`src/rtl/dms_pkg.sv`:
```
// ----------------------------------------------------------------------------
// dms_pkg
// Shared types, codes and constants of the dispense motor sequencer.
// ----------------------------------------------------------------------------
`default_nettype none

package dms_pkg;

	localparam int RELEASE_TICKS_DEF  = 200;
	localparam int CONFIRM_NEEDED_DEF = 7;

	localparam int TICK_W   = 16;
	localparam int COUNT_W  = 8;
	localparam int WSTEP_W  = 3;
	localparam int WLEN_W   = 7;

	localparam int CFG_IDX_W  = 2;
	localparam int CFG_DATA_W = 16;

	localparam logic [CFG_IDX_W-1:0] CFG_DISPENSE_TIMEOUT = 2'd0;
	localparam logic [CFG_IDX_W-1:0] CFG_SETTLE_TICKS     = 2'd1;
	localparam logic [CFG_IDX_W-1:0] CFG_REVERSE_ENABLE   = 2'd2;

	localparam logic [TICK_W-1:0] DISPENSE_TIMEOUT_RST = 16'd500;
	localparam logic [TICK_W-1:0] SETTLE_TICKS_RST     = 16'd0;
	localparam logic              REVERSE_ENABLE_RST   = 1'b1;

	localparam logic MODE_TICK  = 1'b0;
	localparam logic MODE_START = 1'b1;

	localparam logic ERR_NONE          = 1'b0;
	localparam logic ERR_MOTOR_TIMEOUT = 1'b1;

	localparam logic [1:0] DRIVE_STOP    = 2'd0;
	localparam logic [1:0] DRIVE_FORWARD = 2'd1;
	localparam logic [1:0] DRIVE_REVERSE = 2'd2;

	localparam logic [WSTEP_W-1:0] WIGGLE_STEPS = 3'd5;

	typedef logic [1:0] drive_t;

	// reverse 100, then forward/reverse 50 each
	function automatic logic [WLEN_W-1:0] wiggle_len(input logic [WSTEP_W-1:0] step);
		logic [WLEN_W-1:0] len;
		unique case (step)
			3'd0:    len = 7'd100;
			default: len = 7'd50;
		endcase
		return len;
	endfunction

endpackage

`default_nettype wire

```
`src/rtl/dms_in_if.sv`:
```
// ----------------------------------------------------------------------------
// dms_in_if
// Command channel: a tick or a job start with the switch sample.
// ----------------------------------------------------------------------------
`default_nettype none

interface dms_in_if;
	logic       valid;
	logic       ready;
	logic       mode;
	logic       switch_level;
	logic [7:0] portion_count;

	modport source (output valid, output mode, output switch_level,
		output portion_count, input ready);
	modport sink (input valid, input mode, input switch_level,
		input portion_count, output ready);
endinterface

`default_nettype wire

```
`src/rtl/dms_out_if.sv`:
```
// ----------------------------------------------------------------------------
// dms_out_if
// Result channel: drive command, status and portion count per beat.
// ----------------------------------------------------------------------------
`default_nettype none

interface dms_out_if;
	logic       valid;
	logic       ready;
	logic [1:0] motor_drive;
	logic       busy_res;
	logic       job_finished;
	logic       error_code;
	logic [7:0] portions_dispensed;

	modport source (output valid, output motor_drive, output busy_res,
		output job_finished, output error_code, output portions_dispensed,
		input ready);
	modport sink (input valid, input motor_drive, input busy_res,
		input job_finished, input error_code, input portions_dispensed,
		output ready);
endinterface

`default_nettype wire

```
`src/rtl/dispense_motor_sequencer.sv`:
```
// ----------------------------------------------------------------------------
// dispense_motor_sequencer
// Portion dispensing motor controller with stall wiggle and retry.
// ----------------------------------------------------------------------------
// Takes one command beat per clock while cmd.ready is high and returns one
// result beat per command. A command is registered in the command stage,
// then the sequencer state and the result register are updated from it
// once the result side can advance. The result register decouples the
// two channels; a stalled result holds the command stage, which in turn
// lowers cmd.ready. Configuration writes take effect at once; the user must
// make them only while the block is idle, which the block does not enforce.
`default_nettype none

module dispense_motor_sequencer #(
	parameter int RELEASE_TICKS  = dms_pkg::RELEASE_TICKS_DEF,
	parameter int CONFIRM_NEEDED = dms_pkg::CONFIRM_NEEDED_DEF
) (
	input  wire                            clk,
	input  wire                            arst_n,
	dms_in_if.sink                         cmd,
	dms_out_if.source                      rsp,
	input  wire                            cfg_we,
	input  wire [dms_pkg::CFG_IDX_W-1:0]   cfg_index,
	input  wire [dms_pkg::CFG_DATA_W-1:0]  cfg_data
);

	localparam int CW = $clog2(CONFIRM_NEEDED + 1);
	localparam int TW = dms_pkg::TICK_W;
	localparam int NW = dms_pkg::COUNT_W;
	localparam int SW = dms_pkg::WSTEP_W;

	typedef enum logic [2:0] {
		PH_IDLE    = 3'd0,
		PH_RELEASE = 3'd1,
		PH_SEEK    = 3'd2,
		PH_SETTLE  = 3'd3,
		PH_WIGGLE  = 3'd4
	} phase_t;

	// configuration
	logic [TW-1:0] dispense_timeout_q;
	logic [TW-1:0] settle_ticks_q;
	logic          reverse_enable_q;

	// sequencer state
	phase_t        phase_q;
	logic [TW-1:0] phase_ticks_q;
	logic [CW-1:0] confirm_count_q;
	logic          confirm_pending_q;
	logic          wiggle_used_q;
	logic [SW-1:0] wiggle_step_q;
	logic [NW-1:0] portions_left_q;
	logic [NW-1:0] portions_done_q;

	// command stage
	logic          valid_s1;
	logic          mode_s1;
	logic          switch_s1;
	logic [NW-1:0] count_s1;

	// result register
	logic                 res_valid_q;
	dms_pkg::drive_t      drive_q;
	logic                 busy_q;
	logic                 finished_q;
	logic                 error_q;
	logic [NW-1:0]        done_out_q;

	logic advance;
	assign advance   = !res_valid_q || rsp.ready;
	assign cmd.ready = !valid_s1 || advance;

	// next state
	phase_t          phase_n;
	logic [TW-1:0]   ticks_n;
	logic [CW-1:0]   cc_n;
	logic            pend_n;
	logic            wu_n;
	logic [SW-1:0]   ws_n;
	logic [NW-1:0]   left_n;
	logic [NW-1:0]   done_n;
	logic            fin_n;
	logic            err_n;
	dms_pkg::drive_t drive_n;

	logic [TW-1:0]   ticks_inc;
	logic [CW-1:0]   cc_inc;
	logic [SW-1:0]   ws_inc;
	logic [TW-1:0]   limit;
	logic            do_stall;
	logic            do_settle;
	logic            do_after;

	always_comb begin
		phase_n   = phase_q;
		ticks_n   = phase_ticks_q;
		cc_n      = confirm_count_q;
		pend_n    = confirm_pending_q;
		wu_n      = wiggle_used_q;
		ws_n      = wiggle_step_q;
		left_n    = portions_left_q;
		done_n    = portions_done_q;
		fin_n     = 1'b0;
		err_n     = dms_pkg::ERR_NONE;
		do_stall  = 1'b0;
		do_settle = 1'b0;
		do_after  = 1'b0;
		ticks_inc = phase_ticks_q + TW'(1);
		cc_inc    = confirm_count_q + CW'(1);
		ws_inc    = wiggle_step_q + SW'(1);
		limit     = (dispense_timeout_q == '0) ? TW'(1) : dispense_timeout_q;

		if (mode_s1 == dms_pkg::MODE_START) begin
			if (phase_q == PH_IDLE) begin
				done_n = '0;
				left_n = count_s1;
				if (count_s1 == '0) begin
					fin_n = 1'b1;
				end else begin
					phase_n = PH_RELEASE;
					ticks_n = '0;
					cc_n    = '0;
					pend_n  = 1'b0;
				end
			end
		end else begin
			unique case (phase_q)
				PH_IDLE: begin
				end
				PH_RELEASE: begin
					if (switch_s1) begin
						phase_n = PH_SEEK;
						ticks_n = '0;
					end else begin
						ticks_n = ticks_inc;
						if (ticks_inc >= TW'(RELEASE_TICKS))
							do_stall = 1'b1;
					end
				end
				PH_SEEK: begin
					if (!confirm_pending_q && !switch_s1) begin
						pend_n = 1'b1;
					end else begin
						if (confirm_pending_q) begin
							pend_n = 1'b0;
							if (!switch_s1) begin
								cc_n = cc_inc;
								if (cc_inc >= CW'(CONFIRM_NEEDED)) begin
									cc_n      = '0;
									done_n    = portions_done_q + NW'(1);
									left_n    = portions_left_q - NW'(1);
									do_settle = 1'b1;
								end
							end
						end
						if (!do_settle) begin
							ticks_n = ticks_inc;
							if (ticks_inc >= limit)
								do_stall = 1'b1;
						end
					end
				end
				PH_SETTLE: begin
					ticks_n = ticks_inc;
					if (ticks_inc >= settle_ticks_q)
						do_after = 1'b1;
				end
				PH_WIGGLE: begin
					ticks_n = ticks_inc;
					if (ticks_inc >= TW'(dms_pkg::wiggle_len(wiggle_step_q))) begin
						ticks_n = '0;
						if (ws_inc >= dms_pkg::WIGGLE_STEPS) begin
							ws_n      = '0;
							do_settle = 1'b1;
						end else begin
							ws_n = ws_inc;
						end
					end
				end
				default: phase_n = PH_IDLE;
			endcase
		end

		if (do_stall) begin
			if (reverse_enable_q && !wiggle_used_q) begin
				wu_n    = 1'b1;
				ws_n    = '0;
				ticks_n = '0;
				phase_n = PH_WIGGLE;
			end else begin
				wu_n    = 1'b0;
				phase_n = PH_IDLE;
				fin_n   = 1'b1;
				err_n   = dms_pkg::ERR_MOTOR_TIMEOUT;
			end
		end

		if (do_settle) begin
			ticks_n = '0;
			if (settle_ticks_q == '0)
				do_after = 1'b1;
			else
				phase_n = PH_SETTLE;
		end

		if (do_after) begin
			if (left_n == '0) begin
				phase_n = PH_IDLE;
				fin_n   = 1'b1;
			end else begin
				phase_n = PH_RELEASE;
				ticks_n = '0;
				cc_n    = '0;
				pend_n  = 1'b0;
			end
		end

		if (phase_n == PH_IDLE)
			drive_n = dms_pkg::DRIVE_STOP;
		else if (phase_n == PH_WIGGLE && !ws_n[0])
			drive_n = dms_pkg::DRIVE_REVERSE;
		else
			drive_n = dms_pkg::DRIVE_FORWARD;
	end

	// configuration registers
	always_ff @(posedge clk or negedge arst_n) begin
		if (!arst_n) begin
			dispense_timeout_q <= dms_pkg::DISPENSE_TIMEOUT_RST;
			settle_ticks_q     <= dms_pkg::SETTLE_TICKS_RST;
			reverse_enable_q   <= dms_pkg::REVERSE_ENABLE_RST;
		end else if (cfg_we) begin
			unique case (cfg_index)
				dms_pkg::CFG_DISPENSE_TIMEOUT: dispense_timeout_q <= cfg_data;
				dms_pkg::CFG_SETTLE_TICKS:     settle_ticks_q     <= cfg_data;
				dms_pkg::CFG_REVERSE_ENABLE:   reverse_enable_q   <= cfg_data[0];
				default: begin
				end
			endcase
		end
	end

	// command stage control
	always_ff @(posedge clk or negedge arst_n) begin
		if (!arst_n) begin
			valid_s1 <= 1'b0;
		end else if (cmd.ready) begin
			valid_s1 <= cmd.valid;
		end
	end

	always_ff @(posedge clk) begin
		if (cmd.ready && cmd.valid) begin
			mode_s1   <= cmd.mode;
			switch_s1 <= cmd.switch_level;
			count_s1  <= cmd.portion_count;
		end
	end

	// sequencer state
	always_ff @(posedge clk or negedge arst_n) begin
		if (!arst_n) begin
			phase_q           <= PH_IDLE;
			phase_ticks_q     <= '0;
			confirm_count_q   <= '0;
			confirm_pending_q <= 1'b0;
			wiggle_used_q     <= 1'b0;
			wiggle_step_q     <= '0;
			portions_left_q   <= '0;
			portions_done_q   <= '0;
			res_valid_q       <= 1'b0;
		end else if (advance) begin
			res_valid_q <= valid_s1;
			if (valid_s1) begin
				phase_q           <= phase_n;
				phase_ticks_q     <= ticks_n;
				confirm_count_q   <= cc_n;
				confirm_pending_q <= pend_n;
				wiggle_used_q     <= wu_n;
				wiggle_step_q     <= ws_n;
				portions_left_q   <= left_n;
				portions_done_q   <= done_n;
			end
		end
	end

	always_ff @(posedge clk) begin
		if (advance && valid_s1) begin
			drive_q    <= drive_n;
			busy_q     <= (phase_n != PH_IDLE);
			finished_q <= fin_n;
			error_q    <= err_n;
			done_out_q <= done_n;
		end
	end

	assign rsp.valid              = res_valid_q;
	assign rsp.motor_drive        = drive_q;
	assign rsp.busy_res           = busy_q;
	assign rsp.job_finished       = finished_q;
	assign rsp.error_code         = error_q;
	assign rsp.portions_dispensed = done_out_q;

	// checks
	a_err_needs_finish: assert property (@(posedge clk) disable iff (!arst_n)
		res_valid_q && error_q |-> finished_q)
		else $error("error without job end");

	a_stop_when_idle: assert property (@(posedge clk) disable iff (!arst_n)
		res_valid_q && !busy_q |-> drive_q == dms_pkg::DRIVE_STOP)
		else $error("motor driven while idle");

	a_cmd_held: assert property (@(posedge clk) disable iff (!arst_n)
		valid_s1 && !advance |=> valid_s1 && $stable(mode_s1) && $stable(count_s1))
		else $error("command beat lost under back-pressure");

	a_wiggle_range: assert property (@(posedge clk) disable iff (!arst_n)
		wiggle_step_q < dms_pkg::WIGGLE_STEPS)
		else $error("wiggle step out of range");

	a_confirm_range: assert property (@(posedge clk) disable iff (!arst_n)
		confirm_count_q < CW'(CONFIRM_NEEDED))
		else $error("confirm count overran");

endmodule

`default_nettype wire

```
`src/flat_wrapper.sv`:
```
// flat-port wrapper written by rule: the top's interface ports become plain ports
module dispense_motor_sequencer_flat 
#(
	parameter int RELEASE_TICKS  = dms_pkg::RELEASE_TICKS_DEF,
	parameter int CONFIRM_NEEDED = dms_pkg::CONFIRM_NEEDED_DEF
)
  (clk, arst_n, cfg_we, cfg_index, cfg_data, cmd_valid, cmd_mode, cmd_switch_level, cmd_portion_count, cmd_ready, rsp_valid, rsp_motor_drive, rsp_busy_res, rsp_job_finished, rsp_error_code, rsp_portions_dispensed, rsp_ready);
  dms_in_if cmd_i ();
  dms_out_if rsp_i ();
  input  wire clk;
  input  wire arst_n;
  input  wire cfg_we;
  input  wire [dms_pkg::CFG_IDX_W-1:0] cfg_index;
  input  wire [dms_pkg::CFG_DATA_W-1:0] cfg_data;
  input wire logic [$bits(cmd_i.valid)-1:0] cmd_valid;
  input wire logic [$bits(cmd_i.mode)-1:0] cmd_mode;
  input wire logic [$bits(cmd_i.switch_level)-1:0] cmd_switch_level;
  input wire logic [$bits(cmd_i.portion_count)-1:0] cmd_portion_count;
  output wire logic [$bits(cmd_i.ready)-1:0] cmd_ready;
  output wire logic [$bits(rsp_i.valid)-1:0] rsp_valid;
  output wire logic [$bits(rsp_i.motor_drive)-1:0] rsp_motor_drive;
  output wire logic [$bits(rsp_i.busy_res)-1:0] rsp_busy_res;
  output wire logic [$bits(rsp_i.job_finished)-1:0] rsp_job_finished;
  output wire logic [$bits(rsp_i.error_code)-1:0] rsp_error_code;
  output wire logic [$bits(rsp_i.portions_dispensed)-1:0] rsp_portions_dispensed;
  input wire logic [$bits(rsp_i.ready)-1:0] rsp_ready;
  assign cmd_i.valid = cmd_valid;
  assign cmd_i.mode = cmd_mode;
  assign cmd_i.switch_level = cmd_switch_level;
  assign cmd_i.portion_count = cmd_portion_count;
  assign cmd_ready = cmd_i.ready;
  assign rsp_valid = rsp_i.valid;
  assign rsp_motor_drive = rsp_i.motor_drive;
  assign rsp_busy_res = rsp_i.busy_res;
  assign rsp_job_finished = rsp_i.job_finished;
  assign rsp_error_code = rsp_i.error_code;
  assign rsp_portions_dispensed = rsp_i.portions_dispensed;
  assign rsp_i.ready = rsp_ready;
  dispense_motor_sequencer #(.RELEASE_TICKS(RELEASE_TICKS), .CONFIRM_NEEDED(CONFIRM_NEEDED)) u_core (.clk(clk), .arst_n(arst_n), .cmd(cmd_i), .rsp(rsp_i), .cfg_we(cfg_we), .cfg_index(cfg_index), .cfg_data(cfg_data));
endmodule
```
`config.mk`:
```
export PLATFORM = sky130hd
export DESIGN_NAME = dispense_motor_sequencer_flat
export DESIGN_NICKNAME = d
export VERILOG_FILES = /design/src/rtl/dms_pkg.sv /design/src/rtl/dms_in_if.sv /design/src/rtl/dms_out_if.sv /design/src/rtl/dispense_motor_sequencer.sv /design/src/flat_wrapper.sv
export SDC_FILE = /design/constraint.sdc
export NUM_CORES = 1
export LEC_CHECK = 0
export ABC_CLOCK_PERIOD_IN_PS = 3500
export BUFFER_PORTS_ARGS = -buffer_cell sky130_fd_sc_hd__buf_4
export CAP_MARGIN = 30
export CORE_MARGIN = 2
export CORE_UTILIZATION = 57
export CTS_BUF_LIST = sky130_fd_sc_hd__clkbuf_8
export CTS_CLUSTER_DIAMETER = 60
export CTS_CLUSTER_SIZE = 24
export DETAILED_ROUTE_END_ITERATION = 8
export HOLD_SLACK_MARGIN = 0.05
export PLACE_DENSITY = 0.9
export SYNTH_ARGS = -nofsm -noshare
export SYNTH_HDL_FRONTEND = slang
export SYNTH_SLANG_ARGS = --single-unit
export TNS_END_PERCENT = 10
```
`constraint.sdc`:
```
create_clock -name clk -period 3.5 [get_ports clk]
set_input_delay 0.875 -clock clk [delete_from_list [all_inputs] [get_ports clk]]
set_output_delay 0.875 -clock clk [all_outputs]
set_load 0.05 [all_outputs]
```
Yosys cells after proc, flatten, opt, wreduce, memory -nomap -nowiden
Index checks and enable logic that the tools add are counted.
{ "totals": {"regBits": 101, "inputBits": 33, "out_inout_bits": 15, "wordCells": 165} }
{ "classes": {"addsub": 5, "magnitude_cmp": 6, "n_eq_ne": 7, "n_mux": 98, "reduce_logical": 28} }
{ "ops": {"columns": ["cell", "count"], "rows": [
  ["2-to-1 mux 16 bit", 13],
  ["2-to-1 mux 8 bit", 14],
  ["2-to-1 mux 3 bit", 25],
  ["case mux 16 bit (4 select lines)", 1],
  ["2-to-1 mux 1 bit", 38],
  ["greater-or-equal comparator 16 bit", 2],
  ["logical NOT 16 bit", 2],
  ["2-to-1 mux 7 bit", 3],
  ["adder 16 x 1 -> 16 bit (second input constant)", 1],
  ["greater-or-equal comparator 16 x 7 -> 1 bit", 1],
  ["greater-or-equal comparator 16 x 8 -> 1 bit (second input constant)", 1],
  ["logical NOT 8 bit", 2],
  ["logical NOT 3 bit", 3],
  ["adder 8 x 1 -> 8 bit (second input constant)", 1],
  ["AND reduction 2 bit", 4],
  ["subtractor 8 x 1 -> 8 bit (second input constant)", 1],
  ["adder 3 x 1 -> 3 bit (second input constant)", 2],
  ["== test 3 x 2 -> 1 bit (second input constant)", 2],
  ["== test 3 bit (second input constant)", 2],
  ["greater-or-equal comparator 3 bit (second input constant)", 2],
  ["logical NOT 1 bit", 6],
  ["case mux 3 bit (2 select lines)", 1],
  ["logical AND 1 bit", 5],
  ["case mux 1 bit (2 select lines)", 2],
  ["9 further kinds", 10]
]} }

Longest topological paths before layout
Gate-level depths: netlist (run 1).
{ "depth": {"depth_word": 19, "ltp_mapped": 16, "mapped_depth_nobuf": 15} }

Worst setup path before layout (run 1)
Ideal clock, no wire load.
{ "synth_path": {"kind": "flip-flop to flip-flop", "start": "register u_core.phase_ticks_q[0]", "end": "register u_core.phase_ticks_q[12]", "setup_ps": 76, "t_arrival_ps": 3494, "required_time_ps": 3424, "slack_ps": -70, "stages_incl_launch_ff": 14, "path_buffers": 1, "synth_period_minus_slack_ps": 3570, "path_cell_list": "dfrtp_1 -> ha_1 -> nand3_1 -> nor3_1 -> xor2_1 -> ha_1 -> o2111a_1 -> a221o_1 -> o31ai_1 -> a21oi_2 -> nor4b_4 -> buf_6 -> a21oi_2 -> a21oi_2"} }
{ "synth_between": {"elab_chain_cells": 11, "elab_cells_between_ends": 31, "classes_between": "add/sub (1); order compare (4); mux (26)"} }
{ "synth_rtl": {"columns": ["item", "line_no", "text"], "rows": [
  ["from (decl)", "dispense_motor_sequencer.sv:47", "logic [TW-1:0] phase_ticks_q;"],
  ["from (signal assigned)", "dispense_motor_sequencer.sv:276", "phase_ticks_q <= ticks_n;"],
  ["adder 16 x 1 -> 16 bit (*)", "dispense_motor_sequencer.sv:108", "ticks_inc = phase_ticks_q + TW'(1);"],
  ["greater-or-equal comparator 16 bit", "dispense_motor_sequencer.sv:158", "if (ticks_inc >= limit)"],
  ["2-to-1 mux 1 bit", "dispense_motor_sequencer.sv:158", null],
  ["2-to-1 mux 1 bit", "dispense_motor_sequencer.sv:156", "if (!do_settle) begin"],
  ["2-to-1 mux 1 bit", "dispense_motor_sequencer.sv:141", "if (!confirm_pending_q && !switch_s1) begin"],
  ["case mux 1 bit (2 select lines)", "dispense_motor_sequencer.sv:127", "unique case (phase_q)"],
  ["2-to-1 mux 1 bit", "dispense_motor_sequencer.sv:113", "if (mode_s1 == dms_pkg::MODE_START) begin"],
  ["2-to-1 mux 16 bit", "dispense_motor_sequencer.sv:184", "if (do_stall) begin"],
  ["2-to-1 mux 16 bit", "dispense_motor_sequencer.sv:198", "if (do_settle) begin"],
  ["2-to-1 mux 16 bit", "dispense_motor_sequencer.sv:207", "if (left_n == '0) begin"],
  ["2-to-1 mux 16 bit (*)", "dispense_motor_sequencer.sv:206", "if (do_after) begin"]
]} }
Every way passes the cells marked *; elsewhere a longest branch is shown, timed or not.
A chain may end at the register's enable or synchronous reset.

Worst setup path after layout (run 1)
{ "layout_path": {"start": "register u_core.phase_ticks_q[10]", "end": "register u_core.phase_ticks_q[9]"} }
The elaborated chain is that of the path after synthesis.

==> metrics.txt, run 1 <==
largest net degree at the start of global routing=79; post-synthesis sequential area ratio=40.5%; CP max stage cell=dfrtp_1; total power=slightly above 5 mW; peak supply drop=slightly above 0.0005 V; Routed Antenna Nets=0; Power Density=652 nW/um2; clock share of power=around 14%; Die Ht=around 110 um; Die ar.=12,400 um2; synthesized area=6550 um2; antenna diode count=0; Rel. slew slack=47.3%; Pint=~2.9 mW; combinational share of power=approximately half; Worst Path Buf+Inv=3; Ports=48; nets=893; # Max-Cap Violations=0; Worst-Skew Late Latency=approximately 420 ps; Syn. warnings=0; CP Max Fanout=7; TritonCTS clock tree=yes; PortBufs=47; Least-Margin Pin Slew=~790 ps; Starting DRT DRC Count=between 700 and 800; Synth area leaders=dfrtp_1 (27%), edfxtp_1 (11%), ha_1 (8.4%); Total Routing Usage GR=about 29%; crit path DAT=between 4000 and 5000 ps; worst setup margin=-276 ps; data required time of the critical path=3830 ps; Pleak=around 3.6 nW; cell taking the most area after synthesis=dfrtp_1; # DRC=0; first-pass GRT wire length=just under 30,000 um; Synth Instances=705; sw frac=roughly 44%; Final min period=between 3000 and 4000 ps; pins over their slew limit=0; Via density=between 6 and 7; failing checks=negative setup slack; CP Class=flop to flop; FF-to-FF setup slack=-280 ps; crit-path cells=nand4_1 -> nor4_4 -> nand3_1 -> xnor2_2 -> ha_1 -> a21oi_1 -> o21ai_2 -> buf_4 -> o31ai_4 -> a21oi_4 -> buf_4 -> nor4b_4 -> buf_6 -> nor2_2 -> o31ai_2; Initial Util=between 50 and 60%; layout cells sized above 1=26.8%; Post-synth ARST share=between 70 and 80%; CTS buffer count=9; Clk pin slew, worst setup/hold paths=110 ps; reg2reg end=u_core.phase_ticks_q[9]; Clock Skews=between 15 and 20 ps; R2R depth=15; Fin. Hold Viols=0; area share of the largest cell type after synthesis=between 20% and 30%; Worst setup SP type=flop; root cell of the clock tree=clkbuf_8; number of global-route vias before repair=6,163; Highest Clock Rate=265 MHz; CTS HTree Levels=3; Cell Rows=39; most common cell in the netlist=nand2_1; CTS Hold Bufs=0; clock sink count=between 100 and 150; Post-synth EDFFs=23; Post-DP HPWL=13,300 um; max incr delay on CP=about 490 ps; die width=around 110 um; Final GP Congestion=between 0.9 and 1; final wirelength=around 18,000 um; Wirelength per Cell=~19 um; worst min path class=primary input to async pin; Crit. End Element=flop; Post-Syn Nets=782; WHS=288 ps; Layout area overhead=21.6%; DR pass1 iterations=5; RSZ-0062 raised after global routing=true; Final setup viols=24; Commonest cells post-synth=nand2_1 (92), dfrtp_1 (71), o21ai_0 (57); crit share post-route=108%; GR Overflow Total=0; CP top delay family=compound AO/OA/AOI/OAI gates; Cell variety after synth=80; worst reg2reg path startpoint=u_core.phase_ticks_q[10]; initial antenna violation count=0; Synth Flop Type=dfrtp_1; most common cell type on the critical path=buf_4; status=complete, but fails checks; register bit count reported by yosys=101; routed via count=roughly 6,200; Core Region=between 10,000 and 15,000 um2; Seq pwr share=34.3%; switching pwr=approximately 2.3 mW; clk buf depth=2; post-synthesis average cell area=around 9.3 um2
[through the flow]
step | cell area [um2] | setup slack, ps | std cells | utilization, % | TNS (ps)
floorplan | 6560 | 14.6 | 705 | - | 0
CTS | 7860 | -19.8 | 959 | 69.4 | -21.5
global route | 7960 | -345 | 964 | 70.3 | -6060
global placement | 7500 | -80.0 | 938 | 66.3 | -183
finish | 7960 | -276 | 964 | 70.3 | -4110
detailed placement | 7500 | -220 | 938 | 66.3 | -2970
[cell usage in the layout (no fill, tap or decap), types with 8 or more instances in the layout]
master      n
nor3_1     16
nand4_1    13
o31ai_1     9
clkbuf_8    9
nand2_1    92
edfxtp_1   23
buf_4     125
a21o_1     11
nand3_1    19
a221o_1     9
dfrtp_1    70
nor2_1     33
o21ai_0    47
nor4_1     14
inv_1      48
a22o_1      8
nand2b_1   10
ha_1       43
o21ai_1    12
a21oi_1    23
o21a_1      8
mux2_2     18
[area by class of cell]
class | count | area (um2)
multi-input cells | 525 | 3750
clock inverters | 7 | 67.6
well taps | 143 | 179
flip-flops and latches | 101 | 2650
inverters | 50 | 188
repair buffers | 129 | 1000
clock buffers | 9 | 124
fillers | 802 | 3360
[power by group through the flow]
| stage | Clock [mW] | Combinational [mW] | Sequential [mW] |
|---|---|---|---|
| after floorplan | 0 | 1.56 | 1.77 |
| final | 0.745 | 2.67 | 1.78 |
| after detailed placement | 0 | 2.43 | 1.78 |
| after global routing | 0.791 | 2.88 | 1.81 |
| after global placement | 0 | 2.31 | 1.76 |
| after CTS | 0.754 | 2.52 | 1.76 |
[logic make-up (layout without fill, tap and decap cells)]
kind of cell	Yosys count	in the layout	synth area share, %
AO/OA/AOI/OAI	185	185	19.3
XOR/XNOR	16	16	2.14
adder cells (fa/ha/maj)	44	44	8.40
buffers and inverters	79	195	4.83
flip-flops	101	101	40.5
multiplexers	25	25	4.16
AND/OR/NAND/NOR	255	255	20.7
[layer usage]
layer | wire length [um] | up-vias | track usage, % | part of all wire, %
met2 | 9150 | 289 | 49.8 | 49
li1 | - | 2818 | - | -
met5 | 0 | - | 0 | 0
met3 | 1260 | 78 | 5.80 | 6.8
met4 | 801 | 0 | 14.6 | 4.3
met1 | 7280 | 2981 | 35.3 | 39
[state kept, by name (all words and copies together) (netlist names)]
signal and flops:
u_core.confirm_count_q 3, u_core.confirm_pending_q 1, u_core.count_s1 8, u_core.dispense_timeout_q 16
u_core.mode_s1 1, u_core.phase_q 3, u_core.phase_ticks_q 16, u_core.portions_done_q 8
u_core.portions_left_q 8, u_core.reverse_enable_q 1, u_core.rsp.busy_res 1, u_core.rsp.error_code 1
u_core.rsp.job_finished 1, u_core.rsp.motor_drive 2, u_core.rsp.portions_dispensed 8, u_core.rsp.valid 1
u_core.settle_ticks_q 16, u_core.switch_s1 1, u_core.valid_s1 1, u_core.wiggle_step_q 3
u_core.wiggle_used_q 1
[worst max path at each step]
stage | startpoint | end | slack, ps | cells after the start
floorplan | u_core.phase_ticks_q[0] | u_core.phase_ticks_q[12] | 10 | 13
global placement | u_core.phase_ticks_q[1] | u_core.phase_ticks_q[12] | -80 | 13
detailed placement | u_core.phase_ticks_q[1] | u_core.phase_ticks_q[12] | -220 | 13
CTS | u_core.phase_ticks_q[0] | u_core.rsp.motor_drive[1] | -20 | 15
global route | u_core.phase_ticks_q[3] | u_core.phase_ticks_q[9] | -350 | 15
finish | u_core.phase_ticks_q[10] | u_core.phase_ticks_q[9] | -280 | 15
[repair_timing]
| action | CTS | global route |
|---|---|---|
| pin swaps | 13 | 10 |
| resized for setup | 24 | 20 |
| setup endpoints to repair | 25 | 27 |
| buffers inserted | 7 | 4 |
| gates cloned | 0 | 0 |
Power figures use the tool's default switching activity.
==> inputs of run 2 (changes only) <==
--- a/config.mk
+++ b/config.mk
@@ -16,6 +16,7 @@
 export DETAILED_ROUTE_END_ITERATION = 8
 export HOLD_SLACK_MARGIN = 0.05
 export PLACE_DENSITY = 0.9
+export SKIP_LAST_GASP = 1
 export SYNTH_ARGS = -nofsm -noshare
 export SYNTH_HDL_FRONTEND = slang
 export SYNTH_SLANG_ARGS = --single-unit
==> metrics.txt, run 2 (synthesized netlist as in run 1, its figures left out) <==
status=complete, but fails checks; failing checks=negative setup slack; die width=roughly 110 um; CTS buffer count=9; layout cells sized above 1=between 20% and 30%; first-pass GRT wire length=roughly 29,000 um; root cell of the clock tree=clkbuf_8; pins over their slew limit=0; TritonCTS clock tree=yes; most frequent cells in the layout=buf_4 (124), nand2_1 (92), dfrtp_1 (68), o21ai_0 (53), inv_1 (49); number of global-route vias before repair=6,163; Clk pin slew, worst setup/hold paths=about 110 ps; Ports=48; final core utilization=roughly 70%; sw frac=between 40% and 50%; antenna diode count=0; Cell Rows=39; data required time of the critical path=3800 ps; Layout area overhead=21.8%; Final setup viols=18; Routed Antenna Nets=0; final std cell area, no fill=7980 um2; crit path DAT=3990 ps; Initial Util=between 50% and 60%; peak supply drop=a little over 0.0005 V; worst setup margin=-190 ps; combinational share of power=between 50 and 60%; routed via count=around 6,200; Total Routing Usage GR=29.2%; Core Region=approximately 11,000 um2; Wirelength per Cell=approximately 19 um; # DRC=0; Seq pwr share=approximately a third; placed inst area=7500 um2; Crit. End Element=flop; Via density=between 6 and 7; Worst setup SP type=flop; GR Overflow Total=0; final wirelength=roughly 18,000 um; PortBufs=between 40 and 50; Pleak=3.58 nW; Worst-Skew Late Latency=between 400 and 500 ps; Final GP Congestion=0.951; Final min period=between 3000 and 4000 ps; Post-DP HPWL=about 13,000 um; CP Max Fanout=7; Least-Margin Pin Slew=just under 800 ps; worst min path class=primary input to async pin; CTS HTree Levels=3; CTS Hold Bufs=0; Finished Layout Cells=just under 1,000; Starting DRT DRC Count=574; CP Class=flop to flop; Die ar.=approximately 12,000 um2; biggest regs=u_core.dispense_timeout_q (16), u_core.phase_ticks_q (16), u_core.settle_ticks_q (16); Power Density=roughly 650 nW/um2; initial antenna violation count=0; Pint=2.89 mW; commonest non-fill, non-tap cell in the layout=buf_4; RSZ-0062 raised after global routing=true; clock share of power=14.3%; clk buf depth=2; Clock Skews=15.7 ps; Die Ht=between 100 and 150 um; nets=893; # Max-Cap Violations=0; largest net degree at the start of global routing=79; DR pass1 iterations=6; Rel. slew slack=about 48%; Highest Clock Rate=~270 MHz; Fill cells=795; clock sink count=101; switching pwr=2.29 mW; crit share post-route=105%; placed insts=between 900 and 1,000; Fin. Hold Viols=0
## run 2: cell counts in the layout (fill, tap and decap cells not counted)
No cell type changed its count.
## run 2: layout make-up
type / count / area (um2) / area share (%)
inverter: 50 / 188 / 2.35
clock buffer: 9 / 124 / 1.55
clock inverter: 7 / 67.6 / 0.847
timing repair buffer: 129 / 1000 / 12.6
sequential: 101 / 2660 / 33.3
tap: 143 / 179 / 2.24
multi-input combinational: 525 / 3760 / 47.1
## run 2: path summary, 6_finish.rpt
path                                    startpoint  depth (start not counted)  slack (ps)                        to
min in group clk                   u_core.valid_s1                          1         510          u_core.rsp.valid
min                                         arst_n                          1         290  u_core.settle_ticks_q[3]
max                        u_core.phase_ticks_q[0]                         19        -190   u_core.phase_ticks_q[8]
min reg2reg                        u_core.valid_s1                          1         510          u_core.rsp.valid
max in group asynchronous                   arst_n                          2        2600   u_core.reverse_enable_q
max reg2reg                u_core.phase_ticks_q[0]                         19        -190   u_core.phase_ticks_q[8]
## run 2: power by group through the flow
stage / logic (mW) / clock network [mW] / registers, mW
5_1_grt: 2.87 / 0.793 / 1.82
3_5_place_dp: 2.43 / 0 / 1.78
4_1_cts: 2.50 / 0.754 / 1.76
3_3_place_gp: 2.31 / 0 / 1.76
6_report: 2.65 / 0.739 / 1.79
2_1_floorplan: 1.56 / 0 / 1.77
## run 2: through the flow
| step | total power [mW] | setup slack, ps | TNS (ps) | hold WS, ps |
|---|---|---|---|---|
| after floorplan | 3.33 | 14.6 | 0 | 457 |
| after global placement | 4.07 | -80.0 | -183 | 474 |
| after detailed placement | 4.21 | -220 | -2970 | 485 |
| after CTS | 5.02 | -29.0 | -186 | 514 |
| after global routing | 5.48 | -365 | -5970 | 286 |
| final | 5.18 | -190 | -2550 | 291 |
## run 2: worst max-delay path: stages (launching register included)
cell     delay, ps
dfrtp_1        450
ha_2           210
nand4_1        150
buf_4          180
nor3_2         160
xor2_1         260
buf_4          180
ha_1           140
nand4_1        120
buf_4          150
nor2_1          90
o31ai_1         80
a311o_1        330
buf_4          160
a21oi_1        160
buf_4          180
nor4b_4         40
buf_4          180
a21o_1         160
a22o_1         180
## run 2: layer usage
metal	part of all wire [%]	global-route usage [%]	wire length [um]	vias to the layer above
met1	39	35.2	7120	2981
met3	7.1	6.07	1300	80
li1	-	-	-	2815
met5	0	0	0	-
met2	50	49.6	9080	296
met4	4.4	14.7	808	0
## run 2: timing repair
item | CTS | global route
resized for setup | 19 | 18
endpoints found under the setup margin | 25 | 28
setup buffers | 7 | 4
pin swaps | 12 | 5
